--- src/char_video_interface_unit_defines.svh ---
// assertion helpers for the character video interface unit
`ifndef CHAR_VIDEO_INTERFACE_UNIT_DEFINES_SVH
`define CHAR_VIDEO_INTERFACE_UNIT_DEFINES_SVH

// same-cycle implication, checked outside reset
`define CVI_ASSERT_NOW(lbl, ante, cons, msg) \
  lbl: assert property (@(posedge clk) disable iff (!rst_n) (ante) |-> (cons)) else $error(msg);

// next-cycle implication, checked outside reset
`define CVI_ASSERT_NEXT(lbl, ante, cons, msg) \
  lbl: assert property (@(posedge clk) disable iff (!rst_n) (ante) |=> (cons)) else $error(msg);

`endif

--- src/cvi_pkg.sv ---
package cvi_pkg;

  localparam int PAGE_DEPTH = 2048;
  localparam int CHAR_DEPTH = 4096;
  localparam int CHAR_WIDTH = 6;

  localparam int PAGE_AW = $clog2(PAGE_DEPTH);
  localparam int CHAR_AW = $clog2(CHAR_DEPTH);
  localparam int CLR_W   = CHAR_AW;

  localparam int CMD_W   = 4;
  localparam int OFS_W   = 11;
  localparam int VAL_W   = 16;
  localparam int CELL_W  = 10;
  localparam int ROW_W   = 4;
  localparam int BYTE_W  = 8;
  localparam int COLOR_W = 3;
  localparam int LPC_W   = 5;
  localparam int PTR_W   = 11;
  localparam int FMT_W   = 5;

  // format_mode bit positions
  localparam int FM_CMEM   = 0;
  localparam int FM_LINE9  = 1;
  localparam int FM_LINE16 = 2;
  localparam int FM_DBLPG  = 3;
  localparam int FM_FRESV  = 4;

  typedef enum logic [CMD_W-1:0] {
    CMD_OUT3    = 4'd0,
    CMD_OUT5    = 4'd1,
    CMD_OUT6    = 4'd2,
    CMD_OUT7    = 4'd3,
    CMD_PAGE_WR = 4'd4,
    CMD_PAGE_RD = 4'd5,
    CMD_CHAR_WR = 4'd6,
    CMD_CHAR_RD = 4'd7,
    CMD_RENDER  = 4'd8
  } cmd_t;

  // controller to datapath
  typedef struct packed {
    logic clear;
    logic accept;
    logic char_go;
    logic load_out;
  } cvi_ctl_t;

  // datapath to controller
  typedef struct packed {
    logic clr_last;
    logic needs_char;
  } cvi_sts_t;

  function automatic logic [LPC_W-1:0] line_count(input logic [FMT_W-1:0] fm);
    logic [LPC_W-1:0] n;
    if (fm[FM_LINE16] && !fm[FM_DBLPG]) n = LPC_W'(16);
    else if (!fm[FM_LINE9])             n = LPC_W'(9);
    else                                n = LPC_W'(8);
    return n;
  endfunction

endpackage

--- src/cvi_ctrl.sv ---
module cvi_ctrl (
  input  logic              clk,
  input  logic              rst_n,
  input  logic              in_valid,
  output logic              in_ready,
  output logic              out_valid,
  input  logic              out_ready,
  input  cvi_pkg::cvi_sts_t sts,
  output cvi_pkg::cvi_ctl_t ctl
);

  typedef enum logic [1:0] {
    ST_CLEAR,
    ST_IDLE,
    ST_CHAR,
    ST_FIN
  } state_t;

  state_t state_r, state_nxt;
  logic   out_valid_r, out_valid_nxt;
  logic   out_free, load, ready, accept;

  always_comb begin
    out_free = !out_valid_r || out_ready;
    load     = (state_r == ST_FIN) && out_free;
    ready    = (state_r == ST_IDLE) || load;
    accept   = in_valid && ready;
  end

  always_comb begin
    state_nxt = state_r;
    unique case (state_r)
      ST_CLEAR: begin
        if (sts.clr_last) state_nxt = ST_IDLE;
      end
      ST_IDLE: begin
        if (accept) state_nxt = sts.needs_char ? ST_CHAR : ST_FIN;
      end
      ST_CHAR: begin
        state_nxt = ST_FIN;
      end
      ST_FIN: begin
        // result leaves and the next beat may come in on the same edge
        if (load) begin
          if (accept) state_nxt = sts.needs_char ? ST_CHAR : ST_FIN;
          else        state_nxt = ST_IDLE;
        end
      end
      default: state_nxt = ST_CLEAR;
    endcase
  end

  always_comb begin
    if (load)           out_valid_nxt = 1'b1;
    else if (out_ready) out_valid_nxt = 1'b0;
    else                out_valid_nxt = out_valid_r;
  end

  always_ff @(posedge clk) begin
    if (!rst_n) begin
      state_r     <= ST_CLEAR;
      out_valid_r <= 1'b0;
    end else begin
      state_r     <= state_nxt;
      out_valid_r <= out_valid_nxt;
    end
  end

  always_comb begin
    ctl.clear    = (state_r == ST_CLEAR);
    ctl.accept   = accept;
    ctl.char_go  = (state_r == ST_CHAR);
    ctl.load_out = load;
  end

  assign in_ready  = ready;
  assign out_valid = out_valid_r;

endmodule

--- config.mk ---
export PLATFORM = sky130hd
export DESIGN_NAME = cvi_ctrl
export DESIGN_NICKNAME = d
export VERILOG_FILES = /design/src/char_video_interface_unit_defines.svh /design/src/cvi_pkg.sv /design/src/cvi_ctrl.sv
export SDC_FILE = /design/constraint.sdc
export NUM_CORES = 1
export LEC_CHECK = 0
export BUFFER_PORTS_ARGS = -buffer_cell sky130_fd_sc_hd__buf_2
export CAP_MARGIN = 5
export CORE_AREA = 2 2 39 41
export CTS_BUF_LIST = sky130_fd_sc_hd__clkbuf_4
export DETAILED_ROUTE_END_ITERATION = 8
export DIE_AREA = 0 0 41 43
export PLACE_DENSITY = 0.31
export SYNTH_ARGS = -nofsm -noshare
export SYNTH_HDL_FRONTEND = slang
export SYNTH_SLANG_ARGS = --single-unit
--- constraint.sdc ---
create_clock -name clk -period 1 [get_ports clk]
set_input_delay 0.1 -clock clk [delete_from_list [all_inputs] [get_ports clk]]
set_output_delay 0.1 -clock clk [all_outputs]
set_load 0.01 [all_outputs]
==> results by stage, run 1 <==
Status:
- The flow ran to the end, but the final reports show violations.
- The checks that failed: negative setup slack.

Timing:
- For the final routed database, the setup TNS stands at -0.158 ns.
- Setup repair after global routing could not meet its margin everywhere.
- The setup-violating endpoint count in the final report is 5.
- For this run, the top clock speed supported by timing is 0.952 GHz.
- The final hold violation count came to 0.
- The worst slew margin relative to its limit is 90.6%.
- The transition time at the pin with the least slew margin is 0.139 ns.
- The routed design could run at a clock period as short as 1.05 ns.
- The final clock skew is 0.00364 ns.
- Once routing completed, OpenROAD measured the worst setup slack at -0.0510 ns.
- The number of slew-limit violations in the final report is 0.
- The ratio of final minimum period to clock period is 105%.

Setup path:
- The most critical setup path has its startpoint at state_r[1].
- The startpoint identified for the worst register-to-register timing path is state_r[1].
- The critical path data required time is 0.90 ns.
- The maximum fanout count along the critical path is 3.
- The data arrival time of the worst path is 0.95 ns.
- On the worst path, the slowest cell contributes a delay of 0.35 ns.
- The kind of capture point of the worst setup path is an output pin.
- The kind of start point of the critical path is a flop.
- The path depth of the worst reg2reg path is 4.
- The highest-delay cell along the critical path is dfxtp_4.
- In this run the critical register-to-register path is captured at state_r[0].
- The critical path is of the flop to output pin type.
- The most critical setup path has its endpoint at ctl[1].
- In this run the register-to-register setup slack is 0.04 ns.
- The signal on the critical path passes through buf_4 -> nor2b_4 -> buf_6.

Floorplanning:
- The die footprint is 1760 µm².
- The die span in x is 41 µm.
- The number of rows created at floorplan is 14.
- The region available for standard cell placement spans 1380 µm².
- Once the floorplan was initialized, standard cells occupied 12.6% of the core.
- The number of I/O pins is 12.
- The floorplan step set the die height to 43 µm.

Layout:
- The end-of-flow core utilization is 26.3%.
- Compared with the post-synthesis result, the final layout area differs by 109%.
- The final layout contains 43 nets.
- The repair_antennas step left the layout with diodes totalling 0.
- The filler cells instantiated in the layout total 160.
- The share of final-layout standard cells stronger than drive strength 1 is 83.3%.
- The finished cells cover 364 µm².
- Summing all multi-input logic gate instances after layout gives 134 µm².
- Registers take 68.8 µm².
- The final cell count without fillers is 52.

Clock network:
- After clock tree synthesis, the clock-pin slew on the worst setup and hold paths is 0.04 ns.
- The CTS tree is yes.
- In this run the number of H-tree levels came out at 1.
- The clock reaches the later pin of the worst-skew pair after 0.24 ns.
- The number of sinks driven by the clock tree is 3.
- Buffers inserted during clock tree synthesis total 3.
- In this run the clock root is driven by a clkbuf_4.
- Buffers inserted to repair hold after CTS numbered 0.
- No sink is reached through more buffers than the 2 on the longest clock path.

GRT:
- The initial antenna violation count is 0.
- Global routing consumed, on the met1 layer, 4.15% of the routing resources.
- Summed over all layers, the global routing overflow is 0.
- The first global-routing pass estimated 676 µm of wire.
- The global routing stage identified its most utilized layer as met2.
- The number of global-route vias before repair is 194.
- In the global route stage, overall resource usage came out at 6.81%.
- The met2 track utilization from global routing is 9.69%.
- The pin count of the biggest net entering global routing is 8.
- For met3 alone, demand over resource in global routing was 6.28%.

Route:
- The first detailed-routing pass took 2 iterations.
- The routed wire length is 460 µm.
- The via-per-instance ratio is 3.79.
- The number of antenna-violating nets in the routed design is 0.
- For this block, the initial DRC count from the detailed router was 1.
- The number of remaining DRC errors is 0.
- The count of vias placed by the detailed router is 197.
- The average routed wire per standard cell is 8.85 µm.

Yosys:
- The total of flip-flops plus latches after synthesis is 3.
- After synthesis the cells add up to 174 µm².
- The sequential fraction of the synthesis area is 34.5%.
- By count the netlist is led by 3 x buf_4, 3 x dfxtp_1, 2 x a21boi_1, 2 x nor2b_1.
- The mean post-synth cell area is 9.15 µm².
- The post-synthesis cell type count is 13.
- After synthesis, the share of flip-flops with an asynchronous set or reset is 0%.
- Synthesis handed over a netlist of 19 instances.
- The post-synth net total is 25.
- The top cell type by area accounts for 34.5% of the synthesized area.
- The predominant post-synthesis flop cell is dfxtp_1.
- Counting flops with a built-in enable in the synthesized netlist gives 0.
- In the post-synthesis netlist, the biggest area contributors are dfxtp_1 35%, buf_4 13%, a21boi_1 8.6%.
- The biggest area contributor in the post-synthesis netlist is dfxtp_1.
- The number of synthesis warnings is 0.

Power and ir drop:
- Of the total power, the share spent switching nets is 24.4%.
- The sequential power share is 29.0%.
- The logic gate share of total power is 21.4%.
- The static leakage is 0.187 nW.
- The net switching power is 0.119 mW.
- The internal power of the cells totals 0.370 mW.
- Power spread over the standard cell area amounts to 1340 nW/µm².
- The worst ir drop on vdd is 0.000232 V.
- The clock group share of total power is 49.6%.

Run:
- The max-capacitance violation count is 0.

Hold path:
- The type of the tightest min-delay check is input port to flop.

Placement:
- The placed instances occupy a cell area of 226 µm².
- The post-place setup slack is 0.0234 ns.
- The total placed cells including tap cells is 43.
- Routability-driven placement finished with a final weighted congestion of 0.584.
- After legalization and detailed placement, the total HPWL measured 315 µm.
- Input and output buffers added on the ports amount to 11.
-- placed cells by master, fill, tap and decap left out --
master    Yosys  final
mux2i_1       1      1
and2_4        0      1
nand2b_1      1      1
nand3b_4      0      1
nor2b_1       2      1
nand2_2       0      1
and3_4        0      1
dfxtp_4       0      2
nor2b_4       0      1
dfxtp_2       0      1
o31ai_4       0      1
buf_4         3      5
a41oi_1       1      1
a21boi_1      2      2
nor2_2        0      1
clkbuf_4      0      4
buf_6         0      3
buf_2         0      8
-- kinds of logic after synthesis --
group	synth area share [%]
mux	5.76
compound gates	18.0
simple gates	28.8
flops	34.5
buf+inv	12.9
-- area by class of cell --
class,count,share of cell area (%)
Multi-Input combinational cell,13,36.8
Tap cell,16,5.50
Timing Repair Buffer,16,30.6
Clock buffer,4,8.25
Sequential cell,3,18.9
-- state kept, by name, indices dropped and copies added (netlist names) --
signal,count
out_valid,1
state_r,2
-- power groups by stage --
stage | Sequential, mW | Clock [mW] | Combinational (mW)
2_1_floorplan | 0.135 | 0 | 0.0450
3_3_place_gp | 0.141 | 0 | 0.0585
3_5_place_dp | 0.142 | 0 | 0.0578
4_1_cts | 0.138 | 0.245 | 0.0838
5_1_grt | 0.143 | 0.268 | 0.115
6_report | 0.142 | 0.243 | 0.105
-- layer usage --
| metal | wire length, µm | vias to the layer above |
|---|---|---|
| met2 | 282 | 6 |
| li1 | - | 99 |
| met5 | 0 | - |
| met4 | 0 | 0 |
| met3 | 38 | 0 |
| met1 | 139 | 92 |
-- worst min-delay path by stage --
stage               startpoint          to  slack, ns  depth (start not counted)
floorplan             in_valid  state_r[0]       0.23                          1
global placement        sts[0]  state_r[0]       0.33                          2
detailed placement      sts[0]  state_r[0]       0.33                          2
CTS                     sts[0]  state_r[0]       0.08                          2
global route            sts[0]  state_r[0]       0.07                          2
finish                  sts[0]  state_r[0]       0.08                          2
-- repair_timing --
item / 4_1_cts / 5_1_grt
pin swaps: 2 / 3
gates resized for setup: 9 / 8
setup buffers: 4 / 1
gates cloned: 0 / 0
setup endpoints to repair: 5 / 6
-- worst max-delay path: cells and delay by family, from the launching register on --
kind	cells	cell delay [ns]
and+or+nand+nor	1	0.12
DFF	1	0.35
buffers and inverters	2	0.25
-- through the flow --
step	total power, mW	hold WS (ns)
2_1_floorplan	0.180	0.231
3_3_place_gp	0.200	0.333
3_5_place_dp	0.200	0.334
4_1_cts	0.466	0.0777
5_1_grt	0.526	0.0697
6_report	0.489	0.0751
No activity file was read; power rests on OpenSTA's default activity.
==> run 2: changes to the inputs <==
Settings changed: REMOVE_ABC_BUFFERS set to 1.
==> run 2 against run 1 <==
Via count decreased by 9.6%. Sequential share of layout area increased by 4.4 points. The flow still finishes with violations (negative setup slack). Clock power about the same. Worst hold slack improved by 0.020 ns. Non-clock buffer count decreased by 3.
==> results by stage, run 2 (synthesis gave the netlist of run 1 again) <==
Floorplanning:
- The number of rows created at floorplan is 14 (unchanged).
- The number of I/O pins is 12 (unchanged).
- The die footprint is 1760 µm² (unchanged).
- The effective utilization at floorplan is 12.6% (unchanged).
- The vertical extent of the die is 43 µm (unchanged).
- The die span in x is 41 µm (unchanged).
- The placeable core region was 1380 µm² (unchanged).

Setup path:
- The critical path buffer and inverter count is 1 (-1).
- The worst setup path is launched from a flop.
- The data arrival time of the worst path is 0.95 ns (about the same).
- The cell type group with the largest total delay on the critical path is flip-flops.
- The critical path data required time is 0.90 ns (about the same).
- The critical path goes through nand3b_4 -> and3_4 -> buf_6.
- The kind of capture point of the worst setup path is an output pin.
- The path type of the worst setup path is flop to output pin.
- The highest-delay cell along the critical path is dfxtp_4.
- The maximum fanout count along the critical path is 3 (unchanged).
- The largest stage delay on the critical path came to 0.36 ns (about the same).

Clock network:
- The clock latency at the later pin of the worst-skew pair was 0.23 ns (about the same).
- The number of clock buffers inserted by TritonCTS is 3 (unchanged).
- The hold-fix buffer count after cts was 0 (unchanged).
- The number of sinks driven by the clock tree was 3 (unchanged).
- The CTS tree is yes.
- The root buffer cell is clkbuf_4.
- The maximum clock path buffer count is 2 (unchanged).
- The number of H-tree levels is 1 (unchanged).
- The clock-pin transition on the worst setup and hold timing paths is 0.04 ns (about the same).

Layout:
- In the layout the commonest cells are 10 x buf_2, 4 x clkbuf_4, 3 x dfxtp_4.
- The antenna diode count came to 0 (unchanged).
- The share of final-layout standard cells stronger than drive strength 1 is 66.7% (-17 points).
- The area growth from synthesis to layout is 76.3%.
- The number of flip-flops under the largest register name is 2 (unchanged).
- The end-of-flow core utilization is 22.2% (-4.2 points).
- The most flop-heavy register is state_r.
- The library cell used most frequently in the layout, excluding fill and tap cells, is buf_2.
- The final net count is 40 (-7.0%).

Power and ir drop:
- The sequential power share was 30.5% (+1.5 points).
- The clock group share of total power is 53.4% (+3.8 points).
- The static leakage is 0.165 nW (-12%).
- The worst ir drop on vdd is 0.000363 V (+56%).
- The net switching power is 0.105 mW (-12%).
- The internal power contribution came to 0.345 mW (-6.7%).
- The switching fraction of total power is 23.4% (-0.99 points).
- The logic gate share of total power is 16.0% (-5.4 points).
- The total power density per cell area was 1470 nW/µm² (+9.4%).

Timing:
- The final hold violation count is 0 (unchanged).
- The final clock skew is 0.00381 ns (+0.000172 ns).
- Setup repair after global routing could not meet its margin everywhere.
- The setup-violating endpoint count in the final report came to 4 (-1).
- The transition time at the pin with the least slew margin is 0.191 ns (+0.0512 ns).
- The setup TNS is -0.156 ns (+0.00165 ns).
- The post-layout worst setup margin is -0.0543 ns (-0.00332 ns).
- The post-route minimum period was 1.05 ns (+0.00332 ns).
- The fmax is 0.949 GHz (-0.31%).
- The ratio of final minimum period to clock period is 105% (+0.33 points).
- The number of slew-limit violations in the final report was 0 (unchanged).
- The worst slew margin relative to its limit is 87.2% (-3.4 points).

Placement:
- The final weighted congestion in routability-driven placement came to 0.580 (-0.69%).
- The number of buffers added on ports is 11 (unchanged).

Route:
- The detailed-router iteration count before antenna repair is 2 (unchanged).
- The number of antenna-violating nets in the routed design is 0 (unchanged).
- The via-per-instance ratio is 3.63 (-4.1%).
- The count of vias placed by the detailed router is 178 (-9.6%).
- The routed wire length is 442 µm (-3.9%).
- The number of remaining DRC errors came to 0 (unchanged).
- The average routed wire per standard cell came to 9.02 µm (+2.0%).
- The iteration-0 DRC count of the detailed router is 3 (+2).

GRT:
- The remaining global-route overflow was 0 (unchanged).
- The total global-route track usage was 7.02% (+0.21 points).
- The pin count of the biggest net entering global routing came to 9 (+1).
- The initial antenna violation count is 0 (unchanged).
- The wire length of the first global-routing pass is 745 µm (+10%).
- The number of global-route vias before repair was 166 (-14%).

Status:
- The final reports fail on negative setup slack.
- The run finished, with violations left.

Run:
- The max-capacitance violation count came to 0 (unchanged).

Hold path:
- The type of the tightest min-delay check is input port to flop.
-- run 2: cell count changes in the layout (fill, tap and decap cells not counted), sizes merged --
cell | before | now
buf | 16 | 13
-- run 2: layout make-up --
class | instances | area, µm²
flip-flops and latches | 3 | 71.3
well taps | 16 | 20.0
clock buffers | 4 | 30.0
fillers | 151 | 1080
repair buffers | 13 | 80.1
multi-input cells | 13 | 105
-- run 2: final timing paths --
path	from	endpoint	slack, ns	cells after the start
max	state_r[1]	ctl[2]	-0.05	3
min	sts[0]	state_r[0]	0.1	2
max reg2reg	state_r[1]	state_r[0]	0.12	3
min reg2reg	state_r[0]	state_r[0]	0.51	1
-- run 2: routing by layer --
metal	routed length, µm	part of all wire, %	GRT usage [%]
met1	224	51	8.33
met2	163	37	7.19
met3	55	12	6.28
met4	0	0	6.00
met5	0	0	0
-- run 2: stage by stage --
stage                     hold WS, ns  area (µm²)  instances  power (mW)  setup slack, ns
final                          0.0956         307         49       0.451          -0.0543
after floorplan                 0.231         151         16       0.170            0.188
after global placement          0.348         234         44       0.204            0.105
after detailed placement        0.351         234         44       0.204            0.104
after global routing            0.115         307         49       0.482           -0.102
after CTS                      0.0918         289         49       0.454          -0.0716
-- run 2: timing repair --
action | 4_1_cts | 5_1_grt
pin swaps | 2 | 1
setup buffers | 1 | 0
resized for setup | 6 | 4
gates cloned | 0 | 0
endpoints found under the setup margin | 5 | 6
endpoints found under the hold margin | 0 | 0
-- run 2: power by group through the flow --
stage          clock, mW  combinational, mW  sequential (mW)
3_5_place_dp           0             0.0643            0.140
5_1_grt            0.262             0.0805            0.139
4_1_cts            0.250             0.0659            0.138
6_report           0.241             0.0722            0.138
3_3_place_gp           0             0.0639            0.140
2_1_floorplan          0             0.0300            0.140
==> run 3: changes to the inputs <==
Settings changed: MAX_ROUTING_LAYER set to met4.
Clock period 1 ns to 1.4 ns, I/O delays scaled along.
==> run 3 against run 2 <==
The run now ends clean. Clock power is 28% lower. Critical path depth stayed put. Count of clock-buffer cells in the layout stayed put. Register-to-register slack better by 0.39 ns. First-iteration DRC count is 33% higher. Die area stayed put. Routed wire length is 7.9% lower. Worst hold slack better by 0.058 ns. Final area is 16% lower. Combinational power is 43% lower. Global-route usage is 0.34 points lower. Largest cell class unchanged.
==> results by stage, run 3 (synthesis gave the netlist of run 1 again) <==
Floorplanning:
- The placeable core region is 1380 µm² (unchanged).
- The effective utilization at floorplan is 12.6% (unchanged).
- The die footprint came to 1760 µm² (unchanged).
- The die span in x came to 41 µm (unchanged).
- The number of rows created at floorplan is 14 (unchanged).
- The vertical extent of the die came to 43 µm (unchanged).
- The number of I/O pins is 12 (unchanged).

Layout:
- The antenna diode count is 0 (unchanged).
- The end-of-flow core utilization came to 18.5% (-3.6 points).
- The final net count is 38 (-5.0%).
- The share of final-layout standard cells stronger than drive strength 1 was 51.6% (-15 points).
- The number of filler cells placed in the layout is 159 (+5.3%).
- The final non-filler cell area is 256 µm² (-16%).
- The number of flip-flops under the largest register name is 2 (unchanged).
- From synthesis to final layout, the design area changed by 47.5%.
- The library cells used most frequently in the layout, excluding fill and tap cells, are 11 x buf_2, 4 x clkbuf_4, 3 x dfxtp_1.
- Leaving out fill and tap cells, the most frequent cell in the layout is buf_2.
- The most flop-heavy register is state_r.
- The final cell count without fillers was 47 (-4.1%).

Setup path:
- The number of logic stages on the critical path including buffering is 3 (unchanged).
- The critical path buffer and inverter count is 1 (unchanged).
- The path depth of the worst reg2reg path is 2 (-1).
- The kind of capture point of the worst setup path is an output pin.
- The largest stage delay on the critical path is 0.42 ns (+0.06 ns).
- The cell type group with the largest total delay on the critical path is flip-flops.
- The critical path data required time is 1.26 ns (+0.36 ns).
- The maximum fanout count along the critical path came to 6 (+3).
- The kind of start point of the critical path is a flop.
- The path type of the worst setup path is flop to output pin.
- For this design, the slowest cell found on the critical path is dfxtp_1.
- The data arrival time of the worst path is 1.13 ns (+0.18 ns).
- The critical path goes through nand3b_2 -> and3_1 -> buf_2.

Clock network:
- The root buffer cell is clkbuf_4.
- The buffer count from post-CTS setup fixing is 0 (-1).
- The number of cells upsized or downsized after cts is 0 (-6).
- The number of H-tree levels is 1 (unchanged).
- The number of sinks driven by the clock tree is 3 (unchanged).
- The clock-pin transition on the worst setup and hold timing paths is 0.04 ns (about the same).
- The CTS tree is yes.
- The number of clock buffers inserted by TritonCTS is 3 (unchanged).
- The hold-fix buffer count after cts is 0 (unchanged).
- The clock latency at the later pin of the worst-skew pair is 0.23 ns (about the same).
- The maximum clock path buffer count came to 2 (unchanged).

GRT:
- The pin count of the biggest net entering global routing is 9 (unchanged).
- The initial antenna violation count is 0 (unchanged).
- The wire length of the first global-routing pass is 683 µm (-8.3%).
- The number of global-route vias before repair was 164 (-1.2%).
- The remaining global-route overflow is 0 (unchanged).
- The total global-route track usage came to 6.68% (-0.34 points).

Timing:
- The setup-violating endpoint count in the final report is 0 (-4).
- The transition time at the pin with the least slew margin is 0.229 ns (+0.0384 ns).
- The final hold violation count is 0 (unchanged).
- Setup repair after global routing left no endpoint under its margin.
- After layout, the minimum clock period comes to 1.27 ns.
- The worst slew margin relative to its limit was 84.7% (-2.5 points).
- The ratio of final minimum period to clock period is 91.0%.
- For this run, the top clock speed supported by timing is 0.785 GHz.
- The number of slew-limit violations in the final report is 0 (unchanged).
- The final clock skew is 0.00356 ns (-0.000254 ns).
- The setup TNS is 0 ns (+0.156 ns).
- The post-layout worst setup margin is 0.125 ns (+0.180 ns).

Power and ir drop:
- The worst ir drop on vdd is 0.000543 V (+50%).
- The internal power contribution is 0.241 mW (-30%).
- The sequential power share is 31.8% (+1.3 points).
- The clock group share of total power is 55.1% (+1.7 points).
- The total power density per cell area came to 1230 nW/µm² (-17%).
- The switching fraction of total power is 23.5% (+0.078 points).
- The static leakage is 0.129 nW (-22%).
- The logic gate share of total power came to 13.2% (-2.8 points).
- The net switching power is 0.0738 mW (-30%).

Placement:
- The placement-stage cell area is 226 µm² (-3.2%).
- The estimated wirelength of the detail-placed design is 331 µm.
- The number of buffers added on ports is 11 (unchanged).
- The post-place setup slack is 0.377 ns (+0.272 ns).
- The total placed cells including tap cells is 43 (-2.3%).
- The final weighted congestion in routability-driven placement is 0.599 (+3.4%).

Run:
- The max-capacitance violation count was 0 (unchanged).

Hold path:
- The worst hold path cell count is 2 (unchanged).
- The type of the tightest min-delay check is input port to flop.

Route:
- The average routed wire per standard cell is 8.66 µm (-4.0%).
- The iteration-0 DRC count of the detailed router is 4 (+1).
- The number of antenna-violating nets in the routed design came to 0 (unchanged).
- The via-per-instance ratio was 3.74 (+3.1%).
- The routed wire length came to 407 µm (-7.9%).
- The count of vias placed by the detailed router was 176 (-1.1%).
- The number of remaining DRC errors is 0 (unchanged).
- The detailed-router iteration count before antenna repair is 2 (unchanged).

Status:
- The run finished with clean final reports.
[run 3: cell types whose count changed in the layout (fill, tap and decap cells not counted), sizes merged]
cell | before | now
buf | 13 | 11
[run 3: final cells by class]
type	count	area (µm²)	area share (%)
multi-input cells	13	91.3	35.6
clock buffers	4	30.0	11.7
flip-flops and latches	3	60.1	23.4
well taps	16	20.0	7.80
repair buffers	11	55.1	21.5
[run 3: power by group through the flow]
stage	clock network [mW]	logic, mW	registers, mW
final	0.173	0.0414	0.0999
after global placement	0	0.0412	0.101
after CTS	0.181	0.0420	0.0997
after detailed placement	0	0.0419	0.101
after global routing	0.197	0.0467	0.101
after floorplan	0	0.0214	0.0999
[run 3: path summary, 6_finish.rpt]
kind	start	endpoint	slack, ns
max reg2reg	state_r[1]	state_r[0]	0.51
max	state_r[1]	ctl[2]	0.13
min reg2reg	out_valid	out_valid	0.52
min	sts[0]	state_r[0]	0.15
[run 3: layer usage]
layer  GRT usage [%]  wire, µm
met2            7.19       103
met3            9.42        77
met4            2.00         0
met1            6.73       225
met5               -         0
[run 3: through the flow]
step | hold WS, ns | total power, mW
after floorplan | 0.271 | 0.121
after global placement | 0.380 | 0.142
after detailed placement | 0.387 | 0.143
after CTS | 0.140 | 0.323
after global routing | 0.148 | 0.345
final | 0.153 | 0.314
[run 3: worst register-to-register path, stage by stage (launching register included)]
cell	delay, ns
dfxtp_1	0.42
nand3b_2	0.14
a41oi_1	0.24
